<file path="src/sv/stq_pkg.sv">
// Sorted timer queue: shared types, widths and codes.
// Used by stq_cell and sorted_timer_queue; depends on nothing.
package stq_pkg;

  localparam int DEPTH     = 16;
  localparam int TIME_BITS = 32;
  localparam int TAG_BITS  = 16;
  localparam int CNT_W     = $clog2(DEPTH + 1);

  localparam logic [1:0] CMD_ADD    = 2'd0;
  localparam logic [1:0] CMD_CANCEL = 2'd1;
  localparam logic [1:0] CMD_TICK   = 2'd2;

  localparam logic [1:0] KIND_ADD     = 2'd0;
  localparam logic [1:0] KIND_CANCEL  = 2'd1;
  localparam logic [1:0] KIND_EXPIRED = 2'd2;
  localparam logic [1:0] KIND_NONE    = 2'd3;

  localparam logic [1:0] OP_HOLD   = 2'd0;
  localparam logic [1:0] OP_INSERT = 2'd1;
  localparam logic [1:0] OP_ROTATE = 2'd2;

  typedef struct packed {
    logic [1:0]  command;
    logic [31:0] expiry_time;
    logic [15:0] timer_tag;
    logic [31:0] now_ticks;
  } stq_req_t;

  typedef struct packed {
    logic [1:0]       result_kind;
    logic [15:0]      fired_tag;
    logic [31:0]      fired_expiry;
    logic             status;
    logic [CNT_W-1:0] removed_count;
    logic [CNT_W-1:0] pending_count;
    logic             last_of_run;
  } stq_result_t;

  typedef struct packed {
    logic [TIME_BITS-1:0] expiry;
    logic [TAG_BITS-1:0]  tag;
  } stq_entry_t;

  // broadcast to every cell
  typedef struct packed {
    logic [1:0]           op;
    stq_entry_t           ins;
    stq_entry_t           recirc;
    logic                 keep;
    logic [TIME_BITS-1:0] now;
  } stq_ctrl_t;

endpackage

</file>
<file path="src/sv/stq_cell.sv">
// One slot of the sorted timer chain: holds a timer, inserts in order,
// shifts toward the head on rotate. Depends on stq_pkg.
module stq_cell import stq_pkg::*; (
  input  logic       clk,
  input  logic       rst,
  input  stq_ctrl_t  ctrl,
  input  logic       prev_valid,
  input  logic       prev_cond,
  input  stq_entry_t prev_entry,
  input  logic       next_valid,
  input  stq_entry_t next_entry,
  output logic       valid,
  output logic       cond,
  output stq_entry_t entry,
  output logic       due
);

  logic       valid_next;
  stq_entry_t entry_next;

  // at or past the insertion point
  assign cond = !valid || (entry.expiry > ctrl.ins.expiry);
  assign due  = valid && (entry.expiry != '0) && (entry.expiry <= ctrl.now);

  always_comb begin
    valid_next = valid;
    entry_next = entry;
    case (ctrl.op)
      OP_INSERT: begin
        if (prev_cond) begin
          valid_next = prev_valid;
          entry_next = prev_entry;
        end else if (cond) begin
          valid_next = 1'b1;
          entry_next = ctrl.ins;
        end
      end
      OP_ROTATE: begin
        if (next_valid) begin
          valid_next = 1'b1;
          entry_next = next_entry;
        end else if (valid) begin
          valid_next = ctrl.keep;
          entry_next = ctrl.recirc;
        end
      end
      default: ;
    endcase
  end

  always_ff @(posedge clk) begin
    if (rst) begin
      valid <= 1'b0;
    end else begin
      valid <= valid_next;
    end
    entry <= entry_next;
  end

endmodule

</file>
<file path="src/sv/sorted_timer_queue.sv">
// Sorted timer queue top level: command decode, rotation sequencer, results.
// Depends on stq_pkg and stq_cell.
//
// An add is taken while idle and its result appears on the next cycle;
// busy stays low, so adds can follow back to back. Cancel and tick rotate
// the cell chain one timer per cycle through the head cell: after the
// accepting cycle busy stays high until every pending timer has gone
// through the head cell; it never goes high when the queue is empty.
// Each result shows for exactly one cycle with done high; expired timers
// come out in list order, the last one of a tick marked by last_of_run.
// The receiver cannot stall: results must be captured on the cycle they
// appear.
module sorted_timer_queue import stq_pkg::*; (
  input  logic        clk,
  input  logic        rst,
  input  logic        start,
  output logic        busy,
  input  stq_req_t    request,
  output logic        done,
  output stq_result_t result
);

  localparam logic ST_IDLE = 1'b0;
  localparam logic ST_ROT  = 1'b1;
  localparam logic MODE_CANCEL = 1'b0;
  localparam logic MODE_TICK   = 1'b1;

  logic                 state;
  logic                 mode;
  logic [CNT_W-1:0]     count;
  logic [CNT_W-1:0]     steps;
  logic [CNT_W-1:0]     removed;
  logic                 fired;
  logic [TIME_BITS-1:0] now_r;
  logic [TAG_BITS-1:0]  tag_r;

  stq_ctrl_t  ctrl;
  logic       v   [DEPTH];
  logic       c   [DEPTH];
  stq_entry_t e   [DEPTH];
  logic [DEPTH-1:0] due;

  logic             accept;
  logic             drop;
  logic             rest_due;
  logic             final_step;
  logic [CNT_W-1:0] count_less;
  logic             done_next;
  stq_result_t      result_next;

  assign accept = start && !busy;
  assign busy   = (state == ST_ROT);

  assign drop = (mode == MODE_CANCEL) ? (e[0].tag == tag_r) : due[0];
  assign rest_due   = |due[DEPTH-1:1];
  assign final_step = (steps == CNT_W'(1));
  assign count_less = count - {{(CNT_W-1){1'b0}}, drop};

  always_comb begin
    ctrl.op = OP_HOLD;
    if (state == ST_ROT) begin
      ctrl.op = OP_ROTATE;
    end else if (accept && request.command == CMD_ADD && count < CNT_W'(DEPTH)) begin
      ctrl.op = OP_INSERT;
    end
    ctrl.ins.expiry = request.expiry_time[TIME_BITS-1:0];
    ctrl.ins.tag    = request.timer_tag[TAG_BITS-1:0];
    ctrl.recirc     = e[0];
    ctrl.keep       = !drop;
    ctrl.now        = now_r;
  end

  for (genvar i = 0; i < DEPTH; i++) begin : g_cell
    logic       pv;
    logic       pc;
    stq_entry_t pe;
    logic       nv;
    stq_entry_t ne;
    if (i == 0) begin : g_head
      assign pv = 1'b0;
      assign pc = 1'b0;
      assign pe = '0;
    end else begin : g_body
      assign pv = v[i-1];
      assign pc = c[i-1];
      assign pe = e[i-1];
    end
    if (i == DEPTH - 1) begin : g_tail
      assign nv = 1'b0;
      assign ne = '0;
    end else begin : g_mid
      assign nv = v[i+1];
      assign ne = e[i+1];
    end
    stq_cell u_cell (
      .clk        (clk),
      .rst        (rst),
      .ctrl       (ctrl),
      .prev_valid (pv),
      .prev_cond  (pc),
      .prev_entry (pe),
      .next_valid (nv),
      .next_entry (ne),
      .valid      (v[i]),
      .cond       (c[i]),
      .entry      (e[i]),
      .due        (due[i])
    );
  end

  always_comb begin
    done_next   = 1'b0;
    result_next = result;
    case (state)
      ST_IDLE: begin
        if (accept) begin
          result_next = '0;
          result_next.last_of_run = 1'b1;
          case (request.command)
            CMD_ADD: begin
              done_next = 1'b1;
              result_next.result_kind = KIND_ADD;
              if (count < CNT_W'(DEPTH)) begin
                result_next.pending_count = count + CNT_W'(1);
              end else begin
                result_next.status        = 1'b1;
                result_next.pending_count = count;
              end
            end
            CMD_CANCEL: begin
              if (count == '0) begin
                done_next = 1'b1;
                result_next.result_kind = KIND_CANCEL;
              end
            end
            CMD_TICK: begin
              if (count == '0) begin
                done_next = 1'b1;
                result_next.result_kind = KIND_NONE;
              end
            end
            default: ;
          endcase
        end
      end
      ST_ROT: begin
        result_next = '0;
        result_next.pending_count = count_less;
        if (mode == MODE_CANCEL) begin
          if (final_step) begin
            done_next = 1'b1;
            result_next.result_kind   = KIND_CANCEL;
            result_next.removed_count = removed + {{(CNT_W-1){1'b0}}, drop};
            result_next.last_of_run   = 1'b1;
          end
        end else if (drop) begin
          done_next = 1'b1;
          result_next.result_kind  = KIND_EXPIRED;
          result_next.fired_tag    = 16'(e[0].tag);
          result_next.fired_expiry = 32'(e[0].expiry);
          result_next.last_of_run  = !rest_due;
        end else if (final_step && !fired) begin
          done_next = 1'b1;
          result_next.result_kind = KIND_NONE;
          result_next.last_of_run = 1'b1;
        end
      end
      default: ;
    endcase
  end

  always_ff @(posedge clk) begin
    if (rst) begin
      state <= ST_IDLE;
      done  <= 1'b0;
      count <= '0;
    end else begin
      done <= done_next;
      case (state)
        ST_IDLE: begin
          if (accept) begin
            case (request.command)
              CMD_ADD: begin
                if (count < CNT_W'(DEPTH)) begin
                  count <= count + CNT_W'(1);
                end
              end
              CMD_CANCEL: begin
                mode    <= MODE_CANCEL;
                tag_r   <= request.timer_tag[TAG_BITS-1:0];
                removed <= '0;
                steps   <= count;
                if (count != '0) begin
                  state <= ST_ROT;
                end
              end
              CMD_TICK: begin
                mode  <= MODE_TICK;
                now_r <= request.now_ticks[TIME_BITS-1:0];
                fired <= 1'b0;
                steps <= count;
                if (count != '0) begin
                  state <= ST_ROT;
                end
              end
              default: ;
            endcase
          end
        end
        ST_ROT: begin
          steps <= steps - CNT_W'(1);
          count <= count_less;
          if (drop) begin
            removed <= removed + CNT_W'(1);
            fired   <= 1'b1;
          end
          if (final_step) begin
            state <= ST_IDLE;
          end
        end
        default: state <= ST_IDLE;
      endcase
    end
    result <= result_next;
  end

endmodule
</file>
<file path="config.mk">
export PLATFORM = sky130hd
export DESIGN_NAME = sorted_timer_queue
export DESIGN_NICKNAME = d
export VERILOG_FILES = /design/src/sv/stq_pkg.sv /design/src/sv/stq_cell.sv /design/src/sv/sorted_timer_queue.sv
export SDC_FILE = /design/constraint.sdc
export NUM_CORES = 2
export LEC_CHECK = 0
export ABC_AREA = 0
export BUFFER_PORTS_ARGS = -buffer_cell sky130_fd_sc_hd__buf_2
export CAP_MARGIN = 0
export CORE_MARGIN = 2
export CORE_UTILIZATION = 45
export DETAILED_ROUTE_END_ITERATION = 6
export PLACE_DENSITY = 0.72
export SLEW_MARGIN = 10
export SYNTH_ARGS = -nofsm -noshare
export SYNTH_HDL_FRONTEND = slang
export SYNTH_HIERARCHICAL = 1
export SYNTH_SLANG_ARGS = --single-unit
</file>
<file path="constraint.sdc">
create_clock -name clk -period 18.4 [get_ports clk]
set_clock_uncertainty 0.1 [all_clocks]
set_input_delay 0.92 -clock clk [delete_from_list [all_inputs] [get_ports clk]]
set_output_delay 0.92 -clock clk [all_outputs]
set_load 0.03 [all_outputs]
</file>
==> results.json <==
{
  "status": "complete, no violations",
  "final_core_util_pct": 49.47,
  "synth_area_per_cell_sq_um": 9.323,
  "crit_top_cell": "ha_1",
  "start_kind": "register",
  "critPathArrivalTime_ns": 5.34,
  "slew_headroom_pct": 15.29,
  "p_leak_nw": 35.68,
  "syn_to_final_growth_pct": 9.274,
  "tns_ns": 0,
  "finalMaxSlewViolations": 0,
  "period_needed_ns": 4.905,
  "cts_hold_buf": 0,
  "initial_core_util_pct": 45.28,
  "drive_above_1_share_pct": 7.452,
  "synthCells": 8655,
  "end_kind": "register",
  "hold_viol": 0,
  "drtAntennaViolNets": 0,
  "clockRootBuffer": "clkbuf_16",
  "grt_pass1_vias": 66740,
  "cts_resized": 0,
  "required_ns": 18.84,
  "grt_max_degree": 99,
  "totalWireLength_um": 266700,
  "crit_fanout": 16,
  "place_congestion": 0.9621,
  "r2r-start": "now_r[26]",
  "clk-insertion-delay-late_ns": 0.80,
  "portBuffers": 148,
  "layout_commonest_cell": "a21oi_1",
  "crit_type": "register to register",
  "yosysWarningCount": 6,
  "clk_pin_slew_ns": 0.06,
  "pin_count": 149,
  "numCtsBuffers": 110,
  "cts_tree": "yes",
  "hold_path_class": "input pin to register",
  "cp.depth": 16,
  "vias": 70040,
  "cp_cell_sequence": "inv_1 > ha_1 > and4_1 > nand4_1 > or2_1 > nor4_1 > a31oi_1 > nor3_1 > buf_4 > a22oi_1 > inv_1 > ha_1 > ha_1 > a21boi_0 > a311oi_1 > nor2_1",
  "ir_drop_uv": 81.17,
  "cp-endpoint": "result[5]",
  "nets": 9817,
  "crit_buf_inv": 3,
  "timing.hold.ws_ns": 0.1955,
  "worst_pin_slew_ns": 1.271,
  "antenna_found_initial": 2,
  "final_cell_mix": "a21oi_1 (1113), ha_1 (1037), inv_1 (1031)",
  "setup_violations": 0,
  "drv_cap": 0,
  "worst-r2r-cell-count": 16,
  "dieArea_sq_mm": 0.1827,
  "drt_first_pass_iters": 6,
  "finalCritPeriodShare_pct": 26.66,
  "core_sq_mm": 0.1782,
  "dp_hpwl_um": 205300,
  "std_cell_rows": 155,
  "crit_path_top_delay_cell": "edfxtp_1",
  "cts.path.max_buffers": 3,
  "grt_pass1_wl_um": 403200,
  "max_freq_mhz": 203.9,
  "p_per_area_mw_per_mm2": 81.11,
  "vias_per_cell": 6.285,
  "max_stage_delay_ns": 0.98,
  "ff2ff_setup_slack_ns": 13.49,
  "grt-ovfl-total": 0,
  "htreeDepth": 3,
  "rsz0062_at_grt": "false",
  "cpLargestDelayFamily": "simple AND/OR/NAND/NOR gates",
  "regToRegEndpoint": "result[5]",
  "drc": 0,
  "track_usage_pct": 28.33,
  "die_height_um": 427.5,
  "die_w_um": 427.5,
  "clkSinkCount": 913,
  "wl_per_cell_um": 23.93,
  "startpoint": "now_r[26]",
  "synth_area_sq_mm": 0.08069,
  "power.total_w": 0.007152,
  "postCtsSetupBuffers": 0,
  "drt_iter0_markers": 8330
}
## power breakdown
part	internal [W]	switching [W]
clock network	0.00129	0.000976
logic	0.000780	0.00127
registers	0.00258	0.000251
total	0.00465	0.00250
## final cells by class
cell class / count / area (sq um)
Tap cell: 2355 / 2947
Inverter: 1033 / 3880
Fill cell: 16320 / 90050
Clock inverter: 66 / 774.5
Clock buffer: 140 / 2905
Timing Repair Buffer: 291 / 1814
Antenna cell: 1 / 2.502
Sequential cell: 913 / 27250
Multi-Input combinational cell: 6346 / 48610
## per-layer routing
layer  track usage, %  part of all wire, %
met1            40.53                   43
met2            41.85                   42
met3            3.984                   10
met4            13.57                  5.3
met5                0               0.0045
## worst min path at each step
stage	startpoint	end	slack (ns)	depth (start not counted)
2_1_floorplan	count[3]	count[3]	0.42	2
3_3_place_gp	count[3]	count[3]	0.44	2
3_5_place_dp	count[3]	count[3]	0.46	2
4_1_cts	request[9]	now_r[9]	0.13	1
5_1_grt	request[9]	now_r[9]	0.16	1
6_report	request[9]	now_r[9]	0.20	1
## state kept, by name, indices dropped and copies added (netlist names)
name and cells:
tag_r 16, done 1, busy 1, removed 5, mode 1, count 5, result 62, now_r 32
steps 5, g_cell.u_cell/entry 768, fired 1, g_cell.u_cell/valid 16
## metrics by stage
| step | instance area (sq um) | worst slack [ns] | std cells |
|---|---|---|---|
| after floorplan | 81060 | 11.14 | 8753 |
| after global placement | 84480 | 13.11 | 10940 |
| after detailed placement | 84480 | 13.07 | 10940 |
| after CTS | 88160 | 13.54 | 11140 |
| after global routing | 88170 | 13.20 | 11140 |
| final | 88180 | 13.49 | 11150 |
Power figures use the tool's default switching activity.
